**src/hdl/ksc_pkg.sv**
```systemverilog
// Shared types and constants for the keyword substitution cipher.
package ksc_pkg;

    localparam int ALPHA_SIZE = 26;
    localparam int LETTER_W   = $clog2(ALPHA_SIZE);
    localparam int CHAR_W     = 8;
    localparam int CMD_W      = 2;

    localparam logic [CHAR_W-1:0] LETTER_BASE = 8'h61;
    localparam logic [CHAR_W-1:0] LETTER_END  = 8'h7b;
    localparam logic [LETTER_W-1:0] LAST_LETTER = LETTER_W'(ALPHA_SIZE - 1);
    localparam logic [LETTER_W-1:0] KEY_FULL    = LETTER_W'(ALPHA_SIZE);

    typedef enum logic [CMD_W-1:0] {
        CMD_CLEAR  = 2'd0,
        CMD_ADD    = 2'd1,
        CMD_FINISH = 2'd2,
        CMD_TEXT   = 2'd3
    } t_cmd;

    typedef enum logic [1:0] {
        ST_IDLE,
        ST_KEY,
        ST_FILL
    } t_state;

endpackage

```
**src/hdl/ksc_ram.sv**
```systemverilog
// Generic simple dual-port RAM with registered read.
module ksc_ram #(
    parameter int WIDTH = 8,
    parameter int DEPTH = 32
) (
    input  logic                     i_clk,
    input  logic                     i_we,
    input  logic [$clog2(DEPTH)-1:0] i_waddr,
    input  logic [WIDTH-1:0]         i_wdata,
    input  logic                     i_re,
    input  logic [$clog2(DEPTH)-1:0] i_raddr,
    output logic [WIDTH-1:0]         o_rdata
);

    logic [WIDTH-1:0] r_mem [DEPTH];
    logic [WIDTH-1:0] r_rdata;

    always_ff @(posedge i_clk) begin
        if (i_we) begin
            r_mem[i_waddr] <= i_wdata;
        end
        if (i_re) begin
            r_rdata <= r_mem[i_raddr];
        end
    end

    assign o_rdata = r_rdata;

endmodule

```
**src/hdl/keyword_substitution_cipher.sv**
```systemverilog
// Keyword substitution cipher: key capture, map build and byte substitution.
//
//  channel  | signals                        | handshake
//  ---------+--------------------------------+-------------------------------
//  command  | i_cmd, i_char_in               | start high, busy low
//  result   | o_char_out                     | o_strobe, one cycle, no stall
//
//  Clear, add-key and text beats may follow back to back; a text result
//  appears in the cycle after its beat (map RAM read).
//  Finish holds busy for one pass over the key RAM, each letter read being
//  written to the map in key order, plus a drain and an exit step, then one
//  pass over the alphabet from the last letter down, writing each unused one.
//  Reset empties the key; the map reads as identity until the first finish.
//  Results cannot be stalled by the receiver.
module keyword_substitution_cipher
    import ksc_pkg::*;
(
    input  logic              i_clk,
    input  logic              i_rst_n,
    input  logic              start,
    output logic              busy,
    input  logic [CMD_W-1:0]  i_cmd,
    input  logic [CHAR_W-1:0] i_char_in,
    output logic              o_strobe,
    output logic [CHAR_W-1:0] o_char_out
);

    t_state r_state, n_state;

    logic [ALPHA_SIZE-1:0] r_used, n_used;
    logic [LETTER_W-1:0]   r_key_cnt, n_key_cnt;
    logic [ALPHA_SIZE-1:0] r_map_vld, n_map_vld;
    logic [LETTER_W-1:0]   r_rd_idx, n_rd_idx;
    logic                  r_rd_pend, n_rd_pend;
    logic [LETTER_W-1:0]   r_pos, n_pos;
    logic [LETTER_W-1:0]   r_letter, n_letter;

    logic                  r_out_vld;
    logic                  r_out_lower;
    logic                  r_out_mvld;
    logic [CHAR_W-1:0]     r_out_ch;

    logic                  w_accept;
    t_cmd                  w_cmd;
    logic                  w_lower;
    logic [CHAR_W-1:0]     w_diff;
    logic [LETTER_W-1:0]   w_idx;

    logic                  w_key_we;
    logic                  w_key_re;
    logic [LETTER_W-1:0]   w_key_rdata;
    logic                  w_map_we;
    logic [LETTER_W-1:0]   w_map_wdata;
    logic                  w_map_re;
    logic [LETTER_W-1:0]   w_map_rdata;

    assign busy     = (r_state != ST_IDLE);
    assign w_accept = start && !busy;
    assign w_cmd    = t_cmd'(i_cmd);
    assign w_lower  = (i_char_in >= LETTER_BASE) && (i_char_in < LETTER_END);
    assign w_diff   = i_char_in - LETTER_BASE;
    assign w_idx    = w_diff[LETTER_W-1:0];

    ksc_ram #(
        .WIDTH (LETTER_W),
        .DEPTH (ALPHA_SIZE)
    ) u_key_ram (
        .i_clk   (i_clk),
        .i_we    (w_key_we),
        .i_waddr (r_key_cnt),
        .i_wdata (w_idx),
        .i_re    (w_key_re),
        .i_raddr (r_rd_idx),
        .o_rdata (w_key_rdata)
    );

    ksc_ram #(
        .WIDTH (LETTER_W),
        .DEPTH (ALPHA_SIZE)
    ) u_map_ram (
        .i_clk   (i_clk),
        .i_we    (w_map_we),
        .i_waddr (r_pos),
        .i_wdata (w_map_wdata),
        .i_re    (w_map_re),
        .i_raddr (w_idx),
        .o_rdata (w_map_rdata)
    );

    always_comb begin
        n_state = r_state;
        unique case (r_state)
            ST_IDLE: begin
                if (w_accept && w_cmd == CMD_FINISH) begin
                    n_state = ST_KEY;
                end
            end
            ST_KEY: begin
                if (r_rd_idx == r_key_cnt && !r_rd_pend) begin
                    n_state = ST_FILL;
                end
            end
            ST_FILL: begin
                if (r_letter == '0) begin
                    n_state = ST_IDLE;
                end
            end
            default: n_state = ST_IDLE;
        endcase
    end

    always_comb begin
        n_used      = r_used;
        n_key_cnt   = r_key_cnt;
        n_map_vld   = r_map_vld;
        n_rd_idx    = r_rd_idx;
        n_rd_pend   = 1'b0;
        n_pos       = r_pos;
        n_letter    = r_letter;
        w_key_we    = 1'b0;
        w_key_re    = 1'b0;
        w_map_we    = 1'b0;
        w_map_wdata = r_letter;
        w_map_re    = 1'b0;
        unique case (r_state)
            ST_IDLE: begin
                if (w_accept) begin
                    unique case (w_cmd)
                        CMD_CLEAR: begin
                            n_used    = '0;
                            n_key_cnt = '0;
                        end
                        CMD_ADD: begin
                            if (w_lower && !r_used[w_idx] && r_key_cnt < KEY_FULL) begin
                                w_key_we         = 1'b1;
                                n_key_cnt        = r_key_cnt + 1'b1;
                                n_used[w_idx]    = 1'b1;
                            end
                        end
                        CMD_FINISH: begin
                            n_rd_idx = '0;
                            n_pos    = '0;
                            n_letter = LAST_LETTER;
                        end
                        CMD_TEXT: begin
                            w_map_re = w_lower;
                        end
                        default: ;
                    endcase
                end
            end
            ST_KEY: begin
                if (r_rd_idx < r_key_cnt) begin
                    w_key_re  = 1'b1;
                    n_rd_idx  = r_rd_idx + 1'b1;
                    n_rd_pend = 1'b1;
                end
                if (r_rd_pend) begin
                    w_map_we         = 1'b1;
                    w_map_wdata      = w_key_rdata;
                    n_map_vld[r_pos] = 1'b1;
                    n_pos            = r_pos + 1'b1;
                end
            end
            ST_FILL: begin
                if (!r_used[r_letter] && r_pos < KEY_FULL) begin
                    w_map_we         = 1'b1;
                    n_map_vld[r_pos] = 1'b1;
                    n_pos            = r_pos + 1'b1;
                end
                if (r_letter != '0) begin
                    n_letter = r_letter - 1'b1;
                end
            end
            default: ;
        endcase
    end

    always_ff @(posedge i_clk) begin
        if (!i_rst_n) begin
            r_state   <= ST_IDLE;
            r_used    <= '0;
            r_key_cnt <= '0;
            r_map_vld <= '0;
            r_rd_pend <= 1'b0;
            r_out_vld <= 1'b0;
        end else begin
            r_state   <= n_state;
            r_used    <= n_used;
            r_key_cnt <= n_key_cnt;
            r_map_vld <= n_map_vld;
            r_rd_pend <= n_rd_pend;
            r_out_vld <= w_accept && w_cmd == CMD_TEXT;
        end
    end

    always_ff @(posedge i_clk) begin
        r_rd_idx <= n_rd_idx;
        r_pos    <= n_pos;
        r_letter <= n_letter;
        if (w_accept && w_cmd == CMD_TEXT) begin
            r_out_ch    <= i_char_in;
            r_out_lower <= w_lower;
            r_out_mvld  <= w_lower && r_map_vld[w_idx];
        end
    end

    assign o_strobe   = r_out_vld;
    assign o_char_out = (r_out_lower && r_out_mvld)
                      ? CHAR_W'(LETTER_BASE + {{(CHAR_W-LETTER_W){1'b0}}, w_map_rdata})
                      : r_out_ch;

    a_strobe_follows_text: assert property (@(posedge i_clk) disable iff (!i_rst_n)
        o_strobe |-> $past(start && !busy && i_cmd == CMD_TEXT))
        else $error("result strobe without a text beat");

    a_count_matches_mask: assert property (@(posedge i_clk) disable iff (!i_rst_n)
        $countones(r_used) == int'(r_key_cnt))
        else $error("key count out of step with used mask");

    a_map_complete: assert property (@(posedge i_clk) disable iff (!i_rst_n)
        $fell(busy) |-> (&r_map_vld && r_pos == KEY_FULL))
        else $error("map build ended with entries unwritten");

    a_key_static_in_build: assert property (@(posedge i_clk) disable iff (!i_rst_n)
        (busy && $past(busy)) |-> ($stable(r_key_cnt) && $stable(r_used)))
        else $error("key changed during map build");

endmodule
```
**config.mk**
```make
export PLATFORM = sky130hd
export DESIGN_NAME = keyword_substitution_cipher
export DESIGN_NICKNAME = d
export VERILOG_FILES = /design/src/hdl/ksc_pkg.sv /design/src/hdl/ksc_ram.sv /design/src/hdl/keyword_substitution_cipher.sv
export SDC_FILE = /design/constraint.sdc
export NUM_CORES = 1
export LEC_CHECK = 0
export ABC_AREA = 0
export BUFFER_PORTS_ARGS = -buffer_cell sky130_fd_sc_hd__buf_2
export CORE_MARGIN = 2
export CORE_UTILIZATION = 60
export CTS_BUF_LIST = sky130_fd_sc_hd__clkbuf_8 sky130_fd_sc_hd__clkbuf_16
export DETAILED_ROUTE_END_ITERATION = 12
export PLACE_DENSITY_LB_ADDON = 0.1
export SLEW_MARGIN = 20
export SYNTH_ARGS = -nofsm -noshare
export SYNTH_HDL_FRONTEND = slang
export SYNTH_SLANG_ARGS = --single-unit
```
**constraint.sdc**
```tcl
create_clock -name i_clk -period 4.82 [get_ports i_clk]
set_input_delay 0.482 -clock i_clk [delete_from_list [all_inputs] [get_ports i_clk]]
set_output_delay 0.482 -clock i_clk [all_outputs]
set_load 0.03 [all_outputs]
```
# == Word-level counts from Yosys, hierarchy flattened ==
# Memory sizes are Yosys's and may differ from the RTL's. A register that Yosys moved wholly into a read port is not among the register bits.
# Cells that the tools add are included.
# totals
memories,2
wordCells,131
register_bits,86
output_inout_bits,10
in_bits,13
mem_bits_rw,260
# classes
mux,51
n_eq_ne,16
reduce_logical,32
add_sub_neg,6
n_lt_le_gt_ge,10
bitwise,2
# memory_table
memory,depth,width,read_ports,rd_ports_with_merged_regs,write_ports,line_no,source
u_key_ram.r_mem,26,5,1,1,1,ksc_ram.sv:15,logic [WIDTH-1:0] r_mem [DEPTH];
u_map_ram.r_mem,26,5,1,1,1,ksc_ram.sv:15,
# ops
operator,n
one-hot mux 26 bit (2 select lines),2
two-way mux 26 bit,3
two-way mux 5 bit,11
bitwise OR 26 bit,2
one-hot mux 5 bit (2 select lines),3
two-way mux 1 bit,20
"!= test 2 bit, second input constant",10
"< comparator 5 x 6 -> 1 bit, second input constant",3
"adder 5 x 1 -> 5 bit, second input constant",3
binary-select mux 1 bit (select 5 bit),3
one-hot mux 5 bit (3 select lines),1
logical AND 1 bit,12
AND reduction 4 bit,3
demux 1 bit (select 5 bit),2
">= comparator 5 x 1 -> 1 bit, second input constant",2
"< comparator 5 bit, second input constant",2
nonzero test 2 bit,5
"subtractor 5 x 1 -> 5 bit, second input constant",2
"adder 7 x 5 -> 8 bit, first input constant",1
">= comparator 8 x 7 -> 1 bit, second input constant",1
"< comparator 8 x 7 -> 1 bit, second input constant",1
two-way mux 8 bit,1
"== test 2 bit, second input constant",3
two-way mux 2 bit,3
other kinds (12),18

# == Depth between registers and ports, before layout ==
# Gate-level depths: netlist of run 1.
# logic_depth
depth_word,12
mapped_depth,16

# == Hierarchy ==
# From an unflattened synthesis of run 1, not the netlist that was laid out.
# unflattened
cells_unflattened,1100
area_unflattened_um2,15517.4
# modules_own_cells
mod,area_each_um2,seq_area_each_um2,cells_per_inst,n_inst
ksc_ram at u_map_ram,5418.9,4053.9,315,1
ksc_ram at u_key_ram,5416.4,4053.9,314,1
keyword_substitution_cipher,4682.0,1971.9,471,1

# == Worst setup path before layout of run 1 ==
# No wires, ideal clock.
# synth_path
path_kind,input to register
from,in i_char_in[0]
to,"mem u_key_ram.r_mem[21][0] in the netlist's numbering, enable pin"
setup_ns,0.339
required_ns,4.481
cell_stages,14
slack_ns,0.442
arrival_ns,4.038
cell_sequence,buf_4 > buf_2 > buf_2 > buf_2 > inv_1 > ha_1 > clkbuf_1 > clkbuf_1 > mux4_2 > a22oi_1 > and4b_1 > buf_2 > nand2_1 > nor2_1
# synth_via
elab_chain_len,12
word_cells_on_any_way,15
classes_between,add/sub: 1; order compare: 2; mux: 8; reduce/logical: 4
# synth_rtl
item,line_no,source
start: declaration,keyword_substitution_cipher.sv:23,"input logic [CHAR_W-1:0] i_char_in,"
subtractor 5 x 1 -> 5 bit,keyword_substitution_cipher.sv:61,assign w_diff = i_char_in - LETTER_BASE;
named net u_key_ram.i_wdata[0],ksc_ram.sv:9,"input logic [WIDTH-1:0] i_wdata,"
binary-select mux 1 bit (select 5 bit),keyword_substitution_cipher.sv:134,if (w_lower && !r_used[w_idx] && r_key_cnt < KEY_FULL) begin
two-way mux 1 bit (implied by the code),keyword_substitution_cipher.sv:134,
logical NOT 1 bit,keyword_substitution_cipher.sv:134,
logical AND 1 bit (2 in series),keyword_substitution_cipher.sv:134,
two-way mux 1 bit,keyword_substitution_cipher.sv:134,
two-way mux 1 bit,keyword_substitution_cipher.sv:128,unique case (w_cmd)
two-way mux 1 bit,keyword_substitution_cipher.sv:127,if (w_accept) begin
two-way mux 1 bit,keyword_substitution_cipher.sv:125,unique case (r_state)
two-way mux 1 bit,ksc_ram.sv:19,if (i_we) begin
two-way mux 1 bit (implied by the code),ksc_ram.sv:20,r_mem[i_waddr] <= i_wdata;
end: declaration,ksc_ram.sv:15,
# The timed path passes the listed nets, and every way through them passes these cells. The select of a mux whose other input is x is not followed.

# == Final worst setup path of run 1 ==
# layout_path
from,in i_char_in[1]
to,"mem u_key_ram.r_mem[25][2] in the netlist's numbering, enable pin"
# layout_via
elab_chain_len,12
word_cells_on_any_way,15
classes_between,add/sub: 1; order compare: 2; mux: 8; reduce/logical: 4
# layout_rtl
item,line_no
subtractor 5 x 1 -> 5 bit,keyword_substitution_cipher.sv:61
binary-select mux 1 bit (select 5 bit),keyword_substitution_cipher.sv:134
two-way mux 1 bit (implied by the code),keyword_substitution_cipher.sv:134
logical NOT 1 bit,keyword_substitution_cipher.sv:134
logical AND 1 bit * (2 in series),keyword_substitution_cipher.sv:134
two-way mux 1 bit *,keyword_substitution_cipher.sv:134
two-way mux 1 bit *,keyword_substitution_cipher.sv:128
two-way mux 1 bit *,keyword_substitution_cipher.sv:127
two-way mux 1 bit *,keyword_substitution_cipher.sv:125
two-way mux 1 bit *,ksc_ram.sv:19
two-way mux 1 bit (implied by the code) *,ksc_ram.sv:20
# Every way passes the cells marked *; elsewhere a longest branch is shown, timed or not. The select of a mux whose other input is x is not followed.

==> impl_metrics.tcl, run 1 <==
set metrics [dict create \
    leakagePower_nw 5.54 \
    cts_tree "done" \
    io_pins 23 \
    critical-path-max-stage-delay_ns 0.54 \
    clkTransAtPathRegs_ns 0.06 \
    wl_per_cell_um 25.9 \
    min_period_ns 3.51 \
    grt_pass1_vias 8794 \
    cp_max_fo 16 \
    clk_latency_ns 0.52 \
    nets 1011 \
    clock.fmax_mhz 285 \
    path_cells "buf_2 -> inv_1 -> ha_1 -> nor3_1 -> a31o_2 -> o2bb2ai_1 -> a221oi_1 -> and4b_1 -> nand2_1 -> nor2_1" \
    grt_use_met3 0.0533 \
    routed_wl_um 34400 \
    synthDistinctLibCells 59 \
    first_pass_iters 6 \
    worstPathRequired_ns 4.98 \
    tns_ns 0 \
    r2r-start "r_letter[0]" \
    ys_seq_area_frac 0.664 \
    grt_overflow 0 \
    crit_slowest_cell "ha_1" \
    grt_usage 0.266 \
    path_delay_family "simple AND/OR/NAND/NOR gates" \
    p_total_mw 7.06 \
    fin_crit_sh 0.727 \
    rsz0062_at_grt "false" \
    path_depth 10 \
    syn-instance-count 955 \
    groute.layer.met1.usage 0.397 \
    num_rows 58 \
    antenna_cells 0 \
    critical_path_class "in2reg" \
    fin_skew_ns 0.00947 \
    cp-startpoint "i_char_in[1]" \
    num_vias 8834 \
    drive_above_1_share 0.193 \
    clk_path_buf_depth 3 \
    cp-endpoint "u_key_ram.r_mem[25][2]" \
    hold_class "in2reg" \
    grt_pass1_wl_um 52400 \
    syn_nets 993 \
    postCtsSetupBuffers 0 \
    outcome "completed" \
    ir_drop_uv 298 \
    r2r_cells 6 \
    cts_root_buffer "clkbuf_16" \
    hpwl_um 22500 \
    cts.sinks 356 \
    nFillCells 1691 \
    drc 0 \
    post_cts_resized 0 \
    cts_made_buffers 37 \
    core_sq_um 25000 \
    io_buffer_count 22 \
    ys_ff_latch 356 \
    reg2reg_slack_ns 1.34 \
    synthArstFlopShare 0 \
    grt_max_degree 40 \
    dpl.cell_count 1264 \
    cp-start-kind "primary input" \
    die_area_sq_um 26600 \
    power_density_nw_per_um2 422 \
    use_met2 0.404 \
    hold_violations 0 \
    finalSetupViolations 0 \
    gp_congestion 0.855 \
    multi_input_area_sq_um 4750 \
    syn_to_final_growth_pct 10.2 \
    syn_area_sq_um 15200 \
    vias_per_cell 6.65 \
    ctsHoldBuffers 0 \
    ctsHtreeMaxLevel 2 \
    yosys_warnings 0 \
    grt-busiest-layer "met2" \
    worstPathArrival_ns 3.67 \
    critPathCaptureType "register" \
    final_max_slew_viol_count 0 \
    r2r-end "u_map_ram.r_mem[1][2]" \
    avgSynthCellArea_sq_um 15.9 \
    regArea_sq_um 10100 \
    initial_core_util 0.607 \
    maxSlewHeadroom 0.343 \
    ant_nets 0 \
    maxCapViolations 0 \
    tightest_slew_ns 0.986 \
    die_w_um 163 \
    ys.flop_type "edfxtp_1" \
    stdcell_count 1328 \
    antenna_found_initial 0 \
    path_buf_inv 2 \
    drt_iter0_drc 1129 \
    synth_edf_count 295 \
    die_h_um 163 \
]
[where the power goes]
part           leakage [nW]  internal [mW]  switching (mW)  total, mW
Combinational          1.77          0.329           0.525      0.854
Sequential             3.16           3.42          0.0508       3.47
Clock                 0.607           1.62            1.12       2.74
[cell usage after synthesis, drive strengths merged, types with 4 or more instances]
| cell type | n | area share |
|---|---|---|
| a21oi | 13 | 0.0050 |
| inv | 22 | 0.0054 |
| a21o | 5 | 0.0025 |
| xor2 | 8 | 0.0046 |
| nor3 | 8 | 0.0026 |
| clkbuf | 28 | 0.0070 |
| o22ai | 4 | 0.0016 |
| mux2i | 14 | 0.0092 |
| xnor2 | 6 | 0.0035 |
| a22oi | 7 | 0.0035 |
| o211ai | 5 | 0.0025 |
| nor2 | 103 | 0.025 |
| and2 | 9 | 0.0037 |
| edfxtp | 295 | 0.58 |
| mux4 | 84 | 0.13 |
| o21ai | 13 | 0.0045 |
| a221oi | 6 | 0.0035 |
| nor2b | 10 | 0.0041 |
| nand2b | 6 | 0.0025 |
| a211oi | 8 | 0.0040 |
| a32o | 26 | 0.017 |
| dfxtp | 61 | 0.080 |
| nand2 | 48 | 0.012 |
| mux2 | 14 | 0.010 |
| buf | 30 | 0.012 |
| ha | 25 | 0.021 |
| nand3 | 25 | 0.0082 |
| a31oi | 30 | 0.012 |
[state kept, by name, indices dropped and copies added, names as in the netlist, 2 cells and up]
name	cells
u_key_ram.r_mem	130
u_map_ram.r_mem	130
r_map_vld	26
r_used	26
r_out_ch	8
r_key_cnt	5
r_letter	5
r_pos	5
r_rd_idx	5
u_key_ram.o_rdata	5
u_map_ram.o_rdata	5
r_state	2
[worst min path at each step]
stage | cells after the start | start | end | slack, ns
floorplan | 1 | r_map_vld[13] | r_map_vld[13] | 0.44
global placement | 1 | r_map_vld[21] | r_map_vld[21] | 0.44
detailed placement | 1 | r_map_vld[12] | r_map_vld[12] | 0.45
CTS | 1 | i_char_in[5] | r_out_ch[5] | 0.15
global route | 1 | i_char_in[5] | r_out_ch[5] | 0.15
finish | 1 | i_char_in[5] | r_out_ch[5] | 0.17
[cell type report]
type	instances	share of cell area
multi-input cells	516	0.284
inverters	24	0.00538
flip-flops and latches	356	0.602
clock buffers	43	0.0616
repair buffers	38	0.0139
well taps	330	0.0247
clock inverters	21	0.00837
[metrics by stage]
stage	setup WS [ns]	util	hold WS, ns	cell area (sq um)
final	1.31	0.668	0.167	16700
after global routing	1.09	0.668	0.153	16700
after CTS	1.39	0.668	0.152	16700
after detailed placement	0.837	0.622	0.452	15600
after global placement	1.01	0.622	0.442	15600
after floorplan	0.442	-	0.437	15200
[cells by family (layout without fill, tap and decap cells)]
logic type                 count (synthesis)  after routing  share of synthesized area
DFF                                      356            356                      0.664
and+or+nand+nor                          229            229                     0.0688
AOI/OAI and AO/OA                        136            136                     0.0682
muxes                                    112            112                      0.145
buffers and inverters                     83            126                     0.0254
adders and majority gates                 25             25                     0.0206
xor gates and xnor gates                  14             14                    0.00807
[cell usage in the layout (no fill, tap or decap), drive strengths merged, types with 26 or more instances in the layout]
master	count
edfxtp	295
nor2	103
mux4	84
dfxtp	61
nand2	48
clkbuf	43
buf	38
inv	31
a31oi	30
a32o	26
[metal layers]
layer | vias up | wire length, um
met1 | 4503 | 14600
met4 | 0 | 868
met5 | - | 0
met2 | 449 | 16000
met3 | 67 | 2860
li1 | 3815 | -
Note: power is estimated with default switching activity, not from simulation.
==> run 2: changes to the inputs <==
- clock period: 4.82 -> 3.65 ns (I/O delays scaled with it)
==> impl_metrics.tcl, run 2 (synthesis results as in run 1) <==
set metrics [dict create \
    grt_max_degree 40 \
    clk_path_buf_depth 3 \
    power_density_nw_per_um2 540 \
    worstPathArrival_ns 3.48 \
    clk_latency_ns 0.53 \
    tns_ns 0 \
    worst_slack_ns 0.329 \
    initial_core_util 0.607 \
    maxCapViolations 0 \
    r2r_cells 6 \
    antenna_found_initial 0 \
    drive_above_1_share 0.236 \
    routed_wl_um 33700 \
    outcome "completed" \
    critical_path_class "reg2reg" \
    maxSlewHeadroom 0.372 \
    ir_drop_uv 374 \
    die_h_um 163 \
    place_ws_ns 0.261 \
    grt_overflow 0 \
    postCtsSetupBuffers 0 \
    cts_made_buffers 37 \
    die_area_sq_um 26600 \
    final_cell_mix "295 x edfxtp_1, 79 x mux4_2, 77 x nor2_1" \
    ctsHoldBuffers 0 \
    finalSetupViolations 0 \
    clock.fmax_mhz 301 \
    io_buffer_count 22 \
    grt_pass1_vias 8874 \
    post_cts_resized 0 \
    wl_per_cell_um 25.3 \
    drc 0 \
    p_total_mw 9.18 \
    r2r-end "u_map_ram.r_mem[22][1]" \
    num_rows 58 \
    dpl.cell_count 1269 \
    top_regs "u_key_ram.r_mem x130, u_map_ram.r_mem x130" \
    reg2reg_slack_ns 0.33 \
    die_w_um 163 \
    drt_iter0_drc 1022 \
    core_sq_um 25000 \
    leakagePower_nw 5.59 \
    dpl_cell_area_sq_um 15900 \
    min_period_ns 3.32 \
    cts.sinks 356 \
    r2r-start "r_letter[0]" \
    first_pass_iters 7 \
    hold_depth 1 \
    ctsHtreeMaxLevel 2 \
    hold_class "in2reg" \
    cts_root_buffer "clkbuf_16" \
    antenna_cells 0 \
    stdcell_count 1334 \
    num_vias 8755 \
    grt_usage 0.263 \
    ant_nets 0 \
    fin_skew_ns 0.0183 \
    final_max_slew_viol_count 0 \
    fin_crit_sh 0.910 \
    io_pins 23 \
    grt_pass1_wl_um 51900 \
    cts_tree "done" \
    syn_to_final_growth_pct 11.9 \
    tightest_slew_ns 0.943 \
    cp-start-kind "register" \
    clkTransAtPathRegs_ns 0.06 \
    final_common_cell "edfxtp_1" \
    hpwl_um 22600 \
    rsz0062_at_grt "false" \
    final_cell_area_sq_um 17000 \
    min_from "i_char_in[5]" \
    nets 1016 \
    cp_max_fo 6 \
    hold_violations 0 \
    worstPathRequired_ns 3.81 \
    vias_per_cell 6.56 \
    gp_congestion 0.841 \
    critPathCaptureType "register" \
    holdPathEnd "r_out_ch[5]" \
]
## run 2: power by group
part | internal, mW | switching [mW]
Sequential | 4.51 | 0.0875
Combinational | 0.448 | 0.654
Clock | 1.99 | 1.49
## run 2: final cells by class
| class | count | area [sq um] |
|---|---|---|
| Sequential cell | 356 | 10100 |
| Fill cell | 1668 | 8050 |
| Multi-Input combinational cell | 516 | 4980 |
| Clock buffer | 40 | 967 |
| Tap cell | 330 | 413 |
| Timing Repair Buffer | 43 | 283 |
| Clock inverter | 25 | 169 |
| Inverter | 24 | 97.6 |
## run 2: worst max-delay path, cell delays in order (launching register included)
cell	delay, ns
edfxtp_1	0.58
mux4_1	0.65
mux4_2	0.48
o21ai_2	0.20
a31o_2	0.25
nand2_1	0.28
nor2_1	0.51
## run 2: per-stage QoR
step / util / hold WS, ns
floorplan: - / 0.437
global placement: 0.633 / 0.440
detailed placement: 0.633 / 0.453
CTS: 0.679 / 0.0236
global route: 0.679 / 0.0319
finish: 0.679 / 0.0322
## run 2: worst max-delay path by stage
stage,from,endpoint,slack [ns],cells after the start
global placement,i_char_in[1],u_key_ram.r_mem[0][0],0.32,10
CTS,r_letter[0],u_map_ram.r_mem[22][1],0.38,6
finish,r_letter[0],u_map_ram.r_mem[22][1],0.33,6
detailed placement,i_char_in[1],u_key_ram.r_mem[20][1],0.26,10
floorplan,i_char_in[0],u_key_ram.r_mem[21][0],0.02,14
global route,r_letter[0],u_map_ram.r_mem[22][0],0.24,6
## run 2: per-layer routing
layer / routed length, um / GRT usage
met1: 14000 / 0.376
met2: 15900 / 0.416
met3: 2930 / 0.0513
met4: 899 / 0.0792
met5: 0 / 0
==> run 3: changes to the inputs <==
- CORE_UTILIZATION: 60 -> 63
- REMOVE_ABC_BUFFERS: default -> 1
==> impl_metrics.tcl, run 3 (synthesis results as in run 1) <==
set metrics [dict create \
    grt_usage 0.266 \
    die_area_sq_um 25400 \
    grt_pass1_vias 8932 \
    die_h_um 159 \
    io_buffer_count 22 \
    p_total_mw 9.50 \
    drt_iter0_drc 1079 \
    antenna_cells 0 \
    tightest_slew_ns 0.950 \
    critical-path-max-stage-delay_ns 0.62 \
    maxCapViolations 0 \
    drc 0 \
    cp-start-kind "register" \
    ir_drop_uv 427 \
    io_pins 23 \
    hold-worst-slack_ns 0.0464 \
    gp_congestion 0.843 \
    hpwl_um 21800 \
    routed_wl_um 33000 \
    critPathCaptureType "register" \
    final_cell_mix "295 x edfxtp_1, 103 x nor2_1, 79 x mux4_2" \
    cts_root_buffer "clkbuf_16" \
    hold_class "in2reg" \
    final_cell_area_sq_um 16900 \
    num_rows 56 \
    min_period_ns 3.27 \
    hold_violations 0 \
    first_pass_iters 6 \
    final_max_slew_viol_count 0 \
    worstPathArrival_ns 3.41 \
    fin_skew_ns 0.0129 \
    worstPathRequired_ns 3.80 \
    hold_depth 1 \
    vias_per_cell 6.58 \
    r2r_cells 6 \
    cp_max_fo 6 \
    finalSetupViolations 0 \
    clk_latency_ns 0.52 \
    ant_nets 0 \
    clkTransAtPathRegs_ns 0.06 \
    cts_tree "done" \
    critical_path_class "reg2reg" \
    antenna_found_initial 1 \
    leakagePower_nw 5.62 \
    ctsHoldBuffers 0 \
    drive_above_1_share 0.209 \
    dpl_cell_area_sq_um 15600 \
    post_cts_resized 0 \
    wl_per_cell_um 24.8 \
    place_ws_ns 0.163 \
    syn_to_final_growth_pct 11.2 \
    cp-startpoint "r_letter[0]" \
    nets 1022 \
    cts.sinks 356 \
    postCtsSetupBuffers 0 \
    final_core_util 0.717 \
    fin_crit_sh 0.895 \
    initial_core_util 0.645 \
    cts_made_buffers 37 \
    grt_max_degree 44 \
    core_sq_um 23500 \
    num_vias 8758 \
    outcome "completed" \
    die_w_um 159 \
    stdcell_count 1332 \
    clock.fmax_mhz 306 \
    tns_ns 0 \
    path_cells "mux4_1 -> mux4_2 -> o21ai_2 -> a31o_2 -> nand2_1 -> nor2_1" \
    clk_path_buf_depth 3 \
    dpl.cell_count 1264 \
    power_density_nw_per_um2 563 \
    rsz0062_at_grt "false" \
    top_regs "u_key_ram.r_mem x130, u_map_ram.r_mem x130" \
    crit_slowest_cell "mux4_1" \
    grt_overflow 0 \
    grt_pass1_wl_um 51500 \
    worst_slack_ns 0.384 \
    final_common_cell "edfxtp_1" \
    ctsHtreeMaxLevel 2 \
    maxSlewHeadroom 0.366 \
    r2r-start "r_letter[0]" \
    min_from "i_char_in[6]" \
]
-- run 3: cell types whose count changed in the layout (fill, tap and decap cells not counted), moves of 2 or more --
| cell | delta |
|---|---|
| nand2_4 | -4 |
| nand2_1 | +4 |
| clkbuf_16 | +2 |
| bufinv_16 | +3 |
| buf_4 | +7 |
| clkinv_8 | -2 |
| clkinv_2 | -2 |
| nor2_4 | -26 |
| nor2_1 | +26 |
-- run 3: cell type report --
class | count | area (sq um)
Sequential cell | 356 | 10100
Timing Repair Buffer | 49 | 315
Clock inverter | 25 | 223
Multi-Input combinational cell | 516 | 4750
Fill cell | 1523 | 6660
Inverter | 24 | 90.1
Tap cell | 319 | 399
Clock buffer | 43 | 1030
-- run 3: report_power, final --
part	leakage, nW	switching [mW]	internal, mW
combinational	1.82	0.667	0.445
sequential	3.16	0.0657	4.51
clock	0.634	1.52	2.30
total	5.62	2.25	7.26
-- run 3: per-layer routing --
| metal | track usage | vias up | wire length, um |
|---|---|---|---|
| met5 | 0 | - | 13 |
| met3 | 0.0524 | 62 | 2490 |
| met4 | 0.0756 | 2 | 688 |
| met1 | 0.368 | 4443 | 13400 |
| li1 | - | 3847 | - |
| met2 | 0.440 | 404 | 16400 |
-- run 3: path summary, 6_finish.rpt --
| kind | end | slack [ns] |
|---|---|---|
| worst max-delay path | u_map_ram.r_mem[8][2] | 0.38 |
| worst min-delay path | r_out_ch[6] | 0.05 |
| worst max register to register | u_map_ram.r_mem[8][2] | 0.38 |
| worst min register to register | r_map_vld[13] | 0.46 |
-- run 3: critical path, delay by kind of cell (launching register included) --
family | cells | cell delay, ns
AOI/OAI and AO/OA | 2 | 0.51
DFF | 1 | 0.53
muxes | 2 | 1.11
and+or+nand+nor | 2 | 0.74
